===== src/design/pit_pkg.sv =====
// Shared types, constants and helper functions for the point-in-polygon test unit.
// No dependencies; every other design file but pit_ram refers to this package by scoped names.
`default_nettype none
package pit_pkg;

  localparam int MAX_VERTICES = 64;
  localparam int IDX_W        = (MAX_VERTICES > 1) ? $clog2(MAX_VERTICES) : 1;
  localparam int CNT_W        = $clog2(MAX_VERTICES + 1);

  localparam int COORD_W      = 32;
  localparam int DIFF_W       = COORD_W + 1;
  localparam int PROD_W       = 2 * DIFF_W;
  localparam int VERTEX_W     = 2 * COORD_W;
  localparam int SLOT_IN_W    = 6;

  localparam int COUNT_W      = 7;
  localparam int CMP_W        = (CNT_W > COUNT_W) ? CNT_W : COUNT_W;

  // APB register file
  localparam int PADDR_W      = 3;
  localparam int PDATA_W      = 32;
  localparam logic REG_VERTEX_COUNT = 1'b0;

  // action codes
  localparam logic ACT_LOAD = 1'b0;
  localparam logic ACT_TEST = 1'b1;

  // sequencer drain length: vertex RAM read register plus the edge pipeline stages
  localparam int DRAIN_CYCLES = 4;
  localparam int DRAIN_W      = $clog2(DRAIN_CYCLES);

  typedef struct packed {
    logic                      valid;
    logic signed [COORD_W-1:0] px;
    logic signed [COORD_W-1:0] py;
    logic signed [COORD_W-1:0] xi;
    logic signed [COORD_W-1:0] yi;
    logic signed [COORD_W-1:0] xj;
    logic signed [COORD_W-1:0] yj;
  } edge_req_t;

  typedef struct packed {
    logic valid;
    logic toggle;
  } edge_rsp_t;

  // Slot of a load: index wrapped to the store depth (constant lookup).
  function automatic logic [IDX_W-1:0] slot_of(input logic [SLOT_IN_W-1:0] idx);
    logic [IDX_W-1:0] r;
    r = '0;
    for (int k = 0; k < (1 << SLOT_IN_W); k++) begin
      if (idx == SLOT_IN_W'(k)) r = IDX_W'(k % MAX_VERTICES);
    end
    return r;
  endfunction

  // Vertex count clamped to the store depth.
  function automatic logic [CNT_W-1:0] clamp_count(input logic [COUNT_W-1:0] cnt);
    logic [CNT_W-1:0] r;
    if (CMP_W'(cnt) > CMP_W'(MAX_VERTICES)) r = CNT_W'(MAX_VERTICES);
    else                                     r = CNT_W'(cnt);
    return r;
  endfunction

endpackage
`default_nettype wire


===== src/design/pit_cfg.sv =====
// APB register block: holds vertex_count.
// Depends on pit_pkg for address/data widths and register index.
`default_nettype none
module pit_cfg (
  input  wire logic                          clk,
  input  wire logic                          rst,
  input  wire logic                          psel,
  input  wire logic                          penable,
  input  wire logic                          pwrite,
  input  wire logic [pit_pkg::PADDR_W-1:0]   paddr,
  input  wire logic [pit_pkg::PDATA_W-1:0]   pwdata,
  output logic      [pit_pkg::PDATA_W-1:0]   prdata,
  output logic                               pready,
  output logic      [pit_pkg::COUNT_W-1:0]   vertex_count
);

  logic reg_sel;
  logic wr_en;

  // word index = byte address / 4
  assign reg_sel = (paddr[2] == pit_pkg::REG_VERTEX_COUNT);
  assign pready  = 1'b1;
  assign wr_en   = psel && penable && pwrite && pready;

  always_ff @(posedge clk) begin
    if (rst) begin
      vertex_count <= '0;
    end else if (wr_en && reg_sel) begin
      vertex_count <= pwdata[pit_pkg::COUNT_W-1:0];
    end
  end

  always_comb begin
    prdata = '0;
    if (reg_sel) prdata = pit_pkg::PDATA_W'(vertex_count);
  end

endmodule
`default_nettype wire


===== config.mk =====
export PLATFORM = sky130hd
export DESIGN_NAME = pit_cfg
export DESIGN_NICKNAME = d
export VERILOG_FILES = /design/src/design/pit_pkg.sv /design/src/design/pit_cfg.sv
export SDC_FILE = /design/constraint.sdc
export NUM_CORES = 1
export LEC_CHECK = 0
export BUFFER_PORTS_ARGS = -buffer_cell sky130_fd_sc_hd__buf_2
export CAP_MARGIN = 25
export CORE_ASPECT_RATIO = 0.7
export CORE_UTILIZATION = 30
export DETAILED_ROUTE_END_ITERATION = 6
export PLACE_DENSITY = 0.79
export SYNTH_ARGS = -nofsm -noshare
export SYNTH_HDL_FRONTEND = slang
export SYNTH_SLANG_ARGS = --single-unit

===== constraint.sdc =====
create_clock -name clk -period 1.04 [get_ports clk]
set_input_delay 0.208 -clock clk [delete_from_list [all_inputs] [get_ports clk]]
set_output_delay 0.208 -clock clk [all_outputs]
set_load 0.02 [all_outputs]

# --- Yosys cells after proc, flatten, opt, wreduce, memory -nomap -nowiden ---
# Index checks and enable logic that the tools add are counted.
totals:
  reg_bits: 7
  out_inout_bits: 40
op_classes:
  n_mux: 1
  n_bitwise: 1
  n_reduce_logical: 3
op_table:
  columns: ["op", "count"]
  rows:
  - ["2-to-1 mux 7 bit", 1]
  - ["logical AND 1 bit", 3]
  - ["inverter 1 bit", 1]

# --- Logic depth before layout (Yosys ltp) ---
logic_depth:
  word_depth: 3
  ltp_mapped: 3
  mapped_depth_nobuf: 2

# --- Worst setup path after synthesis ---
# No wires, ideal clock.
synth_path:
  path_type: "register to output"
  start: "register vertex_count[0] (netlist bit)"
  end: "output port prdata[0] (netlist bit)"
  arrival_ps: 667
  t_required_ps: 832
  path_slack_ps: 165
  stages_incl_launch_ff: 2
  path_buffers: 0
  path_cell_list: "dfxtp_1 -> and2b_2"
synth_via:
  elab_chain_len: 1
synth_rtl:
  columns: ["element", "line_no", "rtl"]
  rows:
  - ["start, declared", "pit_cfg.sv:14", "output logic [pit_pkg::COUNT_W-1:0] vertex_count"]
  - ["start signal, assigned", "pit_cfg.sv:29", "vertex_count <= pwdata[pit_pkg::COUNT_W-1:0];"]
  - ["2-to-1 mux 7 bit", "pit_cfg.sv:35", "if (reg_sel) prdata = pit_pkg::PDATA_W'(vertex_count);"]
  - ["end, declared", "pit_cfg.sv:12", "output logic [pit_pkg::PDATA_W-1:0] prdata,"]
# No other way between the ends.

# --- Worst setup path after layout ---
layout_path:
  start: "register vertex_count[5] (netlist bit)"
  end: "output port prdata[5] (netlist bit)"
# Same word-level chain as after synthesis.

==> summary.md <==
| Metric | Value |
|---|---|
| I/O Buffers | `26` |
| Worst setup slack for register-to-register paths | `0.36 ns` |
| Area used by multi-input combinational logic | `327 um2` |
| Count of final max-slew check failures | `0` |
| Number of distinct library cell variants in the gate-level netlist after synthesis | `9` |
| Final number of hold-violating endpoints | `0` |
| Clock transition at the registers of the reported paths | `0.05 ns` |
| Slowest stage cell on the critical path | `sky130_fd_sc_hd__dfxtp_2` |
| Maximum fanout encountered on the critical timing path | `2` |
| Floorplan Core Area | `0.00171 mm2` |
| Internal power contribution | `0.000491 W` |
| Worst flop-to-flop path startpoint | `vertex_count[1]` |
| Biggest register | `vertex_count` |
| Fraction of the mapped netlist area in simple logic gates | `27.1%` |
| Die Outline Area | `0.00214 mm2` |
| Worst setup EP type | `output port` |
| Mean area per synthesized cell | `8.89 um2` |
| Cell Chain, Critical Path | `and2b_2 -> buf_6` |
| Number of nets in the finished design | `142` |
| Fraction of final layout cells sized beyond drive strength 1 | `51.5%` |
| Post-synthesis compound-gate area fraction | `0%` |
| Max H-tree Level | `1` |
| Worst Setup Path Type | `flop to output port` |
| Worst setup startpoint | `vertex_count[5]` |
| Total placed cells including tap cells | `112` |
| Final Cycle Share | `105%` |
| Initial antenna violation count | `0` |
| Largest voltage drop on the vdd net | `0.759 mV` |
| Clock tree root driver cell | `sky130_fd_sc_hd__clkbuf_4` |
| Number of hold buffers added after CTS | `0` |
| Clock sink total | `7` |
| Largest cells by area after synthesis | `sky130_fd_sc_hd__buf_4 33%, sky130_fd_sc_hd__dfxtp_1 24%, sky130_fd_sc_hd__nand2b_1 15%, sky130_fd_sc_hd__mux2i_1 12%, sky130_fd_sc_hd__and2b_2 10%` |
| Remaining antenna violation count | `0` |
| Total power divided by cell area | `869 mW/mm2` |
| Total CTS buffers | `3` |
| Top Family by Delay on Critical Path | `flip-flops` |
| Post-route clock skew | `0 ns` |
| Synth Area in Adders | `0%` |
| Number of violations reported at the end of detailed-routing iteration 0 | `2` |
| Post-detailed-route DRC marker count | `0` |
| Commonest non-fill, non-tap cell in the layout | `sky130_fd_sc_hd__conb_1` |
| Routed via count divided by cell count | `3.70` |
| Worst endpoint required time | `0.83 ns` |
| Portion of the post-synthesis area used by sequential elements | `23.9%` |
| Max Clock Freq | `912 MHz` |
| Total half-perimeter wirelength after legalization and detailed placement | `823 um` |
| Run status | `finished with violations` |
| Synthesized instance count | `66` |
| Vias post-DR | `452` |
| CTS tree | `built` |
| Synth warn | `0` |
| Share of cell area taken by muxes after synthesis | `11.9%` |
| Average routed wire per standard cell | `9.08 um` |
| Reported net switching power | `0.000234 W` |
| Detailed-route wire length | `1.11 mm` |
| Netlist area before placement | `587 um2` |
| Maximum number of pins on one net before global-route repair | `15` |
| First-pass GRT wire length | `1.75 mm` |
| Global router's overall resource usage | `12.0%` |
| Setup repair after global routing missed its margin | `true` |
| Portion of total power attributed to combinational logic | `27.2%` |
| Via count of the first global-routing pass | `416` |
| Final setup vio count | `7` |
| Detailed-routing iteration count for the pre-antenna-repair pass | `3` |
| Register Area | `149 um2` |
| Maximum root-to-sink buffer count | `2` |
| Largest family of logic cells by synthesized area | `buffers and inverters` |
| Leakage power | `0.436 nW` |
| Die Height | `39.0 um` |
| Flops & latches, synth | `7` |
| CP max stage delay | `0.32 ns` |
| Horiz. Die Dim | `54.9 um` |
| Portion of total power attributed to the clock network | `34.4%` |
| Row count | `12` |
| Largest registers in the final layout | `vertex_count x7` |
| Worst skew pair latency | `0.25 ns` |
| Util after Layout | `48.8%` |
| Switching power as a share of total power | `32.2%` |
| Final GP Congestion | `0.673` |
| Sequential cell fraction of total power | `38.5%` |
| Final Critical Period | `1.10 ns` |
| Number of cells in the finished layout apart from fillers | `122` |
| Failing checks | `negative setup slack` |
| Leading cell types in the layout, fill and taps excluded | `26 x sky130_fd_sc_hd__conb_1, 17 x sky130_fd_sc_hd__buf_6, 14 x sky130_fd_sc_hd__nand2b_1, 13 x sky130_fd_sc_hd__buf_2` |
| Fraction of synthesized cell area taken by the top area cell type | `33.3%` |
| Startpoint Class | `flop` |
| Number of inserted diodes | `0` |
| Final Worst Setup Slack | `-0.0569 ns` |
| Layout-stage area growth over the synthesis result | `42.2%` |
| Fill cells | `177` |
| Bufs and invs on worst path | `1` |
| Starting density of the core | `34.3%` |
| Endpoint arrival time on the critical path | `0.89 ns` |
| Post-synth top area cell | `sky130_fd_sc_hd__buf_4` |
| Reported max-cap violation count | `0` |
| Parity-gate share of the synthesized area counting xor and xnor cells | `0%` |
| Global-route congestion overflow total | `0` |
| Number of I/O pins | `80` |
| Worst Hold Class | `primary input to flop` |
| Worst Min Path Start | `pwdata[0]` |
| Number of flip-flops under the largest register name | `7` |
==> logic make-up (layout without fill, tap and decap cells) <==
logic type,Yosys count,count (layout)
buffers and inverters,28,39
other,2,26
DFF,7,7
and+or+nand+nor,22,22
muxes,7,7
==> repair_timing <==
item / CTS / global route
gates resized for setup: 33 / 4
setup buffers: 6 / 0
hold endpoints to repair: 0 / 0
gates cloned: 0 / 0
endpoints found under the setup margin: 7 / 13
==> final timing paths <==
check	end	cells after the start
max	prdata[5]	2
min	vertex_count[0]	3
max reg2reg	vertex_count[1]	3
min reg2reg	vertex_count[4]	2
==> cell type report <==
type / count / area share (%)
Multi-Input combinational cell: 55 / 39.1
Clock buffer: 4 / 3.15
Tap cell: 21 / 3.15
Timing Repair Buffer: 35 / 36.7
Sequential cell: 7 / 17.8
==> per-layer routing <==
metal  GRT usage [%]  share of wire, %
met5               0                 0
met4               0                 0
met3            7.45               8.9
met2            20.5                49
met1            13.2                42
==> metrics by stage <==
stage	power, W	hold WS, ns	TNS, ns	worst slack, ns	area, um2
after floorplan	0.000487	0.363	0	0.165	677
after global placement	0.000455	0.469	0	0.0253	658
after detailed placement	0.000458	0.478	0	0.00741	658
after CTS	0.000732	0.200	-0.370	-0.0595	820
after global routing	0.000768	0.205	-0.586	-0.0842	835
final	0.000725	0.201	-0.358	-0.0569	835
==> Yosys cell counts <==
| cell type | number |
|---|---|
| sky130_fd_sc_hd__and4b_1 | 1 |
| sky130_fd_sc_hd__and2b_2 | 7 |
| sky130_fd_sc_hd__mux2i_1 | 7 |
| sky130_fd_sc_hd__buf_6 | 1 |
| sky130_fd_sc_hd__clkbuf_1 | 1 |
| sky130_fd_sc_hd__nand2b_1 | 14 |
| sky130_fd_sc_hd__buf_4 | 26 |
| sky130_fd_sc_hd__dfxtp_1 | 7 |
| sky130_fd_sc_hd__conb_1 | 2 |
==> worst register-to-register path: stages, from the launching register on <==
cell,delay [ns]
sky130_fd_sc_hd__dfxtp_2,0.32
sky130_fd_sc_hd__buf_4,0.13
sky130_fd_sc_hd__nand2b_1,0.06
sky130_fd_sc_hd__mux2i_1,0.05
==> power by group through the flow <==
stage,logic (W),clock network (W),registers (W)
final,0.000197,0.000249,0.000279
after global placement,0.000171,0,0.000284
after floorplan,0.000196,0,0.000291
after CTS,0.000194,0.000259,0.000278
after detailed placement,0.000174,0,0.000284
after global routing,0.000215,0.000274,0.000279
(Power assumes the default switching activity.)
