`src/design/pit_ram.sv`:
```
// Generic single-write, single-read synchronous RAM with registered read data.
// No package dependency.
`default_nettype none
module pit_ram #(
  parameter int WIDTH = 8,
  parameter int DEPTH = 16
) (
  input  wire logic                             clk,
  input  wire logic                             we,
  input  wire logic [$clog2(DEPTH > 1 ? DEPTH : 2)-1:0] waddr,
  input  wire logic [WIDTH-1:0]                 wdata,
  input  wire logic [$clog2(DEPTH > 1 ? DEPTH : 2)-1:0] raddr,
  output logic      [WIDTH-1:0]                 rdata
);

  logic [WIDTH-1:0] mem [DEPTH];

  always_ff @(posedge clk) begin
    if (we) mem[waddr] <= wdata;
    rdata <= mem[raddr];
  end

endmodule
`default_nettype wire

```
`config.mk`:
```
export PLATFORM = sky130hd
export DESIGN_NAME = pit_ram
export DESIGN_NICKNAME = d
export VERILOG_FILES = /design/src/design/pit_ram.sv
export SDC_FILE = /design/constraint.sdc
export NUM_CORES = 1
export LEC_CHECK = 0
export BUFFER_PORTS_ARGS = -buffer_cell sky130_fd_sc_hd__buf_2
export CAP_MARGIN = 40
export CORE_MARGIN = 1
export CORE_UTILIZATION = 62
export CTS_BUF_LIST = sky130_fd_sc_hd__clkbuf_4 sky130_fd_sc_hd__clkbuf_8 sky130_fd_sc_hd__clkbuf_16
export CTS_CLUSTER_DIAMETER = 200
export DETAILED_ROUTE_END_ITERATION = 6
export GPL_TIMING_DRIVEN = 0
export HOLD_SLACK_MARGIN = 0.05
export PLACE_DENSITY = 0.89
export RECOVER_POWER = 100
export SLEW_MARGIN = 20
export SYNTH_ARGS = -nofsm -noshare
export SYNTH_HDL_FRONTEND = slang
export SYNTH_SLANG_ARGS = --single-unit
```
`constraint.sdc`:
```
create_clock -name clk -period 5.22 [get_ports clk]
set_clock_uncertainty 0.2 [all_clocks]
set_input_delay 0.261 -clock clk [delete_from_list [all_inputs] [get_ports clk]]
set_output_delay 0.261 -clock clk [all_outputs]
set_load 0.05 [all_outputs]
```
Yosys cells after proc, flatten, opt, wreduce, memory -nomap -nowiden
Memories as Yosys holds them, arrays and structs flattened. A register that Yosys moved wholly into a read port is not among the register bits.
Cells that the tools add are included.
{"block": "op_classes", "n_addsub": 0, "multipliers": 0, "div": 0, "magnitude_cmp": 0, "eq_ne": 0, "shifts": 0, "mux": 2, "bitwise": 0, "n_reduce_logical": 0}
{"op": "$mux W1", "n": 2}
{"block": "word_totals", "reg_bits": 0, "latchBits": 0, "ram_bits": 128, "mem_bits_ro": 0, "n_memories": 1}
{"memory": "mem", "depth": 16, "word_bits": 8, "read_ports": 1, "rd_ports_with_merged_regs": 1, "write_ports": 1, "line_no": "16", "text": "logic [WIDTH-1:0] mem [DEPTH];"}

Depth between registers and ports, before layout
Gate-level depths: netlist of the first run.
{"block": "depth", "word_depth": 2, "mapped_depth": 5, "ltp_nobuf": 3}

Worst setup path before layout of the first run
Ideal clock, no wire load.
{"block": "synth_timing", "path_kind": "in2reg", "startpoint": "in waddr[2] (netlist name)", "endpoint": "mem mem[0][0], enable pin", "setup_time_ns": 0.383, "t_arrival_ns": 1.371, "t_required_ns": 4.637, "path_slack_ns": 3.266, "path_stages": 2, "path_cell_list": "or3b_2 -> nor3_1"}
{"element": "start, declared", "line_no": "10", "text": "input wire logic [$clog2(DEPTH > 1 ? DEPTH : 2)-1:0] waddr,"}
{"element": "end, declared", "line_no": "16"}
No word-level cell before the write port.

Final worst setup path of the first run
{"block": "layout_timing", "startpoint": "in waddr[1] (netlist name)", "endpoint": "mem mem[4][4], enable pin"}
No word-level cell before the write port.

==> results.md, run 1 <==
- Post-synthesis xor/xnor area fraction: 0%
- Top_reg_cell synth: edfxtp_1
- Avg WL per Cell: 26.3 um
- Final Hold Vio Count: 0
- Measured slew at the worst slew-check pin: 1.34 ns
- FFs w/ async S/R, synth: 0%
- Maxcap violations: 0
- Slew headroom: 9.75%
- Compound-gate portion of the synthesized area: 2.33%
- Post-Route WL: 10.5 mm
- Total CTS buffers: 17
- Worst Setup End Kind: flip-flop
- Worst vdd ir: 0.314 mV
- Row cnt: 32
- Synthesized flop and latch total: 136
- Crit path arrival time: 2.09 ns
- GRT Total Usage: approximately 28%
- Post-synth EDFFs: 128
- Via/cell ratio: 6.64
- Multi-input logic area: 0.00106 sq mm
- Non-filler cells, final: 399
- Cell chain of the critical path: dlygate4sd3_1, clkbuf_1, nor3_1
- Fillers: between 300 and 400
- Synth-to-layout area growth: 17.6%
- Clock tree sinks: 136
- Syn nets: 247
- Outcome: finished, violations left
- Max FO, Critical Path: 8
- Syn_area_per_cell: 22.5 sq um
- Pwr dens: a little over 400 mW/mm^2
- Hold crit path type: in -> reg
- Post-Synth Simple-Gate Area: 3.18%
- Tot Pwr: 2.52 mW
- First-pass GRT wire length: about 16 mm
- Via Count: 2649
- Placed insts: 356
- Final ANT Viol Nets: 0
- Failing checks: design-rule violations
- CTS tree: done
- Static Leak: 2.00 nW
- RSZ-0062 raised after global routing: false
- Sequential fraction of the synthesis area: 77.8%
- Final Cycle Share: 41.5%
- Die Width: 93.1 um
- Crit Path Category: in -> reg
- # setup viols final: 0
- Clock transition at path regs: around 0.06 ns
- Fin util: 76.7%
- Count of cell types in the netlist: 19
- Count of input and output buffers: 24
- Crit. Startpoint: waddr[1]
- Layout cell share with drive strength beyond 1: 22.9%
- Crit path launch type: primary input
- Layout Nets: a little over 300
- Vias in the first global route: 2575
- CP max stage cell: nor3_1
- 1st-iter DRT viols: 355
- Combinational family with the most area after synthesis: multiplexers
- Reg-to-Reg Start: mem[1][0]$_DFFE_PP_
- HPWL after detailed placement: 6.30 mm
- Crit path time final: 2.17 ns
- R2R Setup Slk: 3.58 ns
- DRT Pass-1 Iters: 7
- Setup TNS: 0 ns
- # H-tree levels: 4
- Die area: a little under 0.009 sq mm
- Antenna violations before repair: 0
- Worst skew pair latency: 0.52 ns
- Die H: about 93 um
- Antenna cells: 0
- Starting density of the core: 65.3%
- Worst hold slack: 0.0886 ns
- Commonest non-fill, non-tap cell in the layout: edfxtp_1
- Mapped cell area: 0.00515 sq mm
- I/O pin total: 26
- Post-synthesis mux area share: 15.0%
- Largest net degree at the start of global routing: 17
- Cells after synthesis: 229
- Fmax: ~0.46 GHz
- GRT overflow: 0
- Slew Limit Fails: 0
- HP Start: waddr[0]
- Post-CTS Resized: 0
- GPL Wtd Cong: 0.781
- FF+latch area: 0.00400 sq mm
- Max incr delay on CP: ~1.1 ns
- DRC: 2
- Adder-cell area share of the yosys netlist: 0%
- Most frequent cells in the layout: 128 x edfxtp_1, 20 x clkbuf_1, 18 x mux4_2, 16 x a22oi_1, 16 x clkbuf_16
- CP Data Required Time: 5.14 ns
- Maximum clock insertion buffer count: 2
- Root Driver: clkbuf_8
- Core ar.: 0.00789 sq mm
- Synth Warn #: 0
## worst max-delay path: cells and delay by family
family	cells	cell delay, ns
AND/OR/NAND/NOR	1	1.09
buffers and inverters	2	0.73
## power breakdown
| group | internal [mW] | total (mW) | switching [mW] |
|---|---|---|---|
| logic | 0.0500 | 0.145 | 0.0946 |
| clock network | 0.693 | 1.14 | 0.448 |
| registers | 1.22 | 1.23 | 0.00717 |
| total | 1.97 | 2.52 | 0.550 |
## final timing paths
path,cells past startpoint,endpoint
max,3,mem[4][4]$_DFFE_PP_
max reg2reg,3,rdata[0]$_DFF_P_
min,2,mem[12][3]$_DFFE_PP_
min reg2reg,3,rdata[3]$_DFF_P_
## cells in the mapped netlist (2+ instances only)
library cell	count	share of area, %
nand2b_1	2	0.24
buf_2	3	0.29
mux4_2	18	7.9
nor3_1	4	0.39
buf_6	3	0.66
nor2_1	13	0.95
nand2_1	9	0.66
a22oi_1	16	2.3
clkdlybuf4s25_2	3	0.58
nand3b_1	2	0.29
mux4_1	14	7.1
dfxtp_1	8	3.1
edfxtp_1	128	75
## cell type report
| type | instances | share of cell area (%) |
|---|---|---|
| Multi-Input combinational cell | 83 | 17.5 |
| Clock inverter | 14 | 2.46 |
| Clock buffer | 18 | 7.07 |
| Sequential cell | 136 | 66.2 |
| Timing Repair Buffer | 36 | 3.31 |
| Tap cell | 102 | 2.11 |
| Buffer | 10 | 1.43 |
## routing by layer
layer | global-route usage, % | routed length (um) | share of wire (%)
met1 | 39.9 | 3990 | 38
met2 | 41.5 | 5160 | 49
met3 | 7.07 | 999 | 9.5
met4 | 11.7 | 328 | 3.1
met5 | 0 | 0 | 0
## flip-flops by register name, summed over array words and instances (netlist names)
register and flops:
mem 128, rdata 8
## metrics by stage
stage / instance area [sq um] / setup slack, ns
final: 6050 / 3.05
after global routing: 6050 / 2.99
after CTS: 6080 / 3.30
after detailed placement: 5420 / 3.08
after global placement: 5400 / 2.73
after floorplan: 5150 / 3.27
## cell families (layout without fill, tap and decap cells)
logic type,Yosys count,in the layout
AND/OR/NAND/NOR,35,35
flip-flops,136,136
buffers and inverters,10,78
multiplexers,32,32
AO/OA/AOI/OAI,16,16
## what timing repair did
action | in CTS | in global routing
buffers inserted | 0 | 0
hold buffers | 9 | 0
endpoints found under the hold margin | 139 | 0
Note: power is estimated with default switching activity, not from simulation.
==> inputs of run 2 (changes only) <==
--- a/config.mk
+++ b/config.mk
@@ -8,13 +8,13 @@
 export BUFFER_PORTS_ARGS = -buffer_cell sky130_fd_sc_hd__buf_2
 export CAP_MARGIN = 40
 export CORE_MARGIN = 1
-export CORE_UTILIZATION = 62
+export CORE_UTILIZATION = 60
 export CTS_BUF_LIST = sky130_fd_sc_hd__clkbuf_4 sky130_fd_sc_hd__clkbuf_8 sky130_fd_sc_hd__clkbuf_16
 export CTS_CLUSTER_DIAMETER = 200
 export DETAILED_ROUTE_END_ITERATION = 6
 export GPL_TIMING_DRIVEN = 0
 export HOLD_SLACK_MARGIN = 0.05
-export PLACE_DENSITY = 0.89
+export PLACE_DENSITY = 0.86
 export RECOVER_POWER = 100
 export SLEW_MARGIN = 20
 export SYNTH_ARGS = -nofsm -noshare
==> constraint.sdc (replaced) <==
create_clock -name clk -period 2.1 [get_ports clk]
set_clock_uncertainty 0.2 [all_clocks]
set_input_delay 0.105 -clock clk [delete_from_list [all_inputs] [get_ports clk]]
set_output_delay 0.105 -clock clk [all_outputs]
set_load 0.05 [all_outputs]
==> results.md, run 2 (synthesis gave the netlist of run 1 again) <==
- Outcome: finished clean
- Clock Power Share: 46.8%
- Placed insts: 360
- Post-Route WL: 10.6 mm
- Post-layout instance area: 0.00620 sq mm
- Maxcap violations: 0
- Non-filler cells, final: 412
- GRT overflow: 0
- Max incr delay on CP: between 0.6 and 0.7 ns
- Die area: a little under 0.009 sq mm
- Final Hold Vio Count: 0
- CP Data Required Time: 2.05 ns
- Worst skew pair latency: 0.52 ns
- Count of input and output buffers: 24
- Tot Pwr: 6.44 mW
- Largest net degree at the start of global routing: 17
- Slew Limit Fails: 0
- Hold crit path type: in -> reg
- I/O pin total: 26
- Slew headroom: a little over two fifths
- Via Count: 2638
- Net Sw Frac: 21.6%
- Total CTS buffers: 17
- Via/cell ratio: 6.40
- CP top delay family: simple AND/OR/NAND/NOR gates
- CP max stage cell: nor2_1
- Die H: 94.6 um
- Commonest non-fill, non-tap cell in the layout: edfxtp_1
- Synth-to-layout area growth: 20.5%
- Placed instance area: 0.00542 sq mm
- Crit path launch type: primary input
- Pwr dens: 1040 mW/mm^2
- Maximum clock insertion buffer count: 2
- DRT Pass-1 Iters: 5
- Avg WL per Cell: 25.8 um
- P_int: 5.05 mW
- Antenna violations before repair: 0
- GPL Wtd Cong: 0.745
- # setup viols final: 0
- Starting density of the core: 62.3%
- Crit path arrival time: 2.01 ns
- Fin util: 75.1%
- Die Width: 94.6 um
- Root Driver: clkbuf_8
- Crit Path Category: in -> reg
- Clock tree sinks: 136
- Worst vdd ir: 0.725 mV
- NetSw: 1.39 mW
- DRC: 0
- Max reg flops: 128
- Core ar.: 0.00826 sq mm
- Antenna cells: 0
- Layout Nets: about 310
- GRT Total Usage: 26.4%
- Cell chain of the critical path: dlygate4sd3_1, buf_2, or3b_2, nor2_1
- Max FO, Critical Path: 8
- Setup Fix Bufs, Post-CTS: 0
- CTS tree: done
- First-pass GRT wire length: between 15 and 20 mm
- Crit path time final: a little over 2 ns
- Static Leak: 2.05 nW
- Layout cell share with drive strength beyond 1: a little under a quarter
- Comb pwr share: about 5.8%
- Final Cycle Share: 98.2%
- Fillers: between 400 and 500
- Vias in the first global route: 2609
- WP buf/inv: 2
- Regs by FF count: mem: 128 flops, rdata: 8 flops
- Clock transition at path regs: 0.06 ns
- # H-tree levels: 4
- Fmax: roughly 0.49 GHz
- Worst Setup End Kind: flip-flop
- Reg power frac: about 47%
- HPWL after detailed placement: about 6 mm
- Final ANT Viol Nets: 0
- Most frequent cells in the layout: 128 x edfxtp_1, 20 x dlygate4sd3_1, 19 x clkbuf_1, 18 x mux4_2, 16 x clkbuf_16
- Measured slew at the worst slew-check pin: 0.848 ns
- Row cnt: 33
- Biggest register: mem
- RSZ-0062 raised after global routing: false
- 1st-iter DRT viols: 270
run 2: power by group through the flow:
stage	Sequential, mW	Combinational, mW	Clock, mW
6_report	3.05	0.373	3.01
3_3_place_gp	3.10	0.333	0
5_1_grt	3.06	0.392	3.12
4_1_cts	3.05	0.379	3.01
2_1_floorplan	3.17	0.154	0
3_5_place_dp	3.11	0.345	0
run 2: through the flow:
step / hold slack (ns) / worst slack [ns] / TNS [ns]
floorplan: 0.00387 / 0.302 / 0
global placement: 0.297 / -0.241 / -1.93
detailed placement: 0.317 / 0.100 / 0
CTS: 0.319 / 0.0501 / 0
global route: 0.502 / 0.00288 / 0
finish: 0.489 / 0.0387 / 0
run 2: timing repair:
item,in CTS,in global routing
resized for setup,0,1
setup endpoints to repair,0,1
hold buffers,20,0
hold endpoints to repair,159,0
run 2: layer usage:
metal / wire length, um / vias to the layer above / global-route usage (%)
met5: 0 / - / 0
met4: 216 / 0 / 12.0
met3: 860 / 23 / 5.96
met2: 5400 / 171 / 41.9
met1: 4160 / 1341 / 35.5
li1: - / 1103 / -
run 2: cell type report:
class                      count  area, sq um  area share [%]
tap                          105          131            2.12
timing repair buffer          46          307            4.94
clock buffer                  19          442            7.12
multi-input combinational     83         1070            17.3
clock inverter                13          169            2.72
buffer                        10         77.6            1.25
sequential                   136         4000            64.6
run 2: path summary, 6_finish.rpt:
check                                      endpoint                  from  slack [ns]  depth (start not counted)
worst max-delay path            mem[1][3]$_DFFE_PP_              waddr[2]        0.04                          4
worst min-delay path            mem[8][4]$_DFFE_PP_              waddr[0]        0.49                          3
worst max register to register     rdata[7]$_DFF_P_   mem[2][7]$_DFFE_PP_        0.09                          4
worst min register to register     rdata[3]$_DFF_P_  mem[11][3]$_DFFE_PP_        0.49                          3
run 2: worst reg2reg max path, stage by stage (launching register included):
cell and delay, ns:
edfxtp_1 0.38, mux4_2 0.45, dlygate4sd3_1 0.58, a22oi_2 0.21
nand2_1 0.07
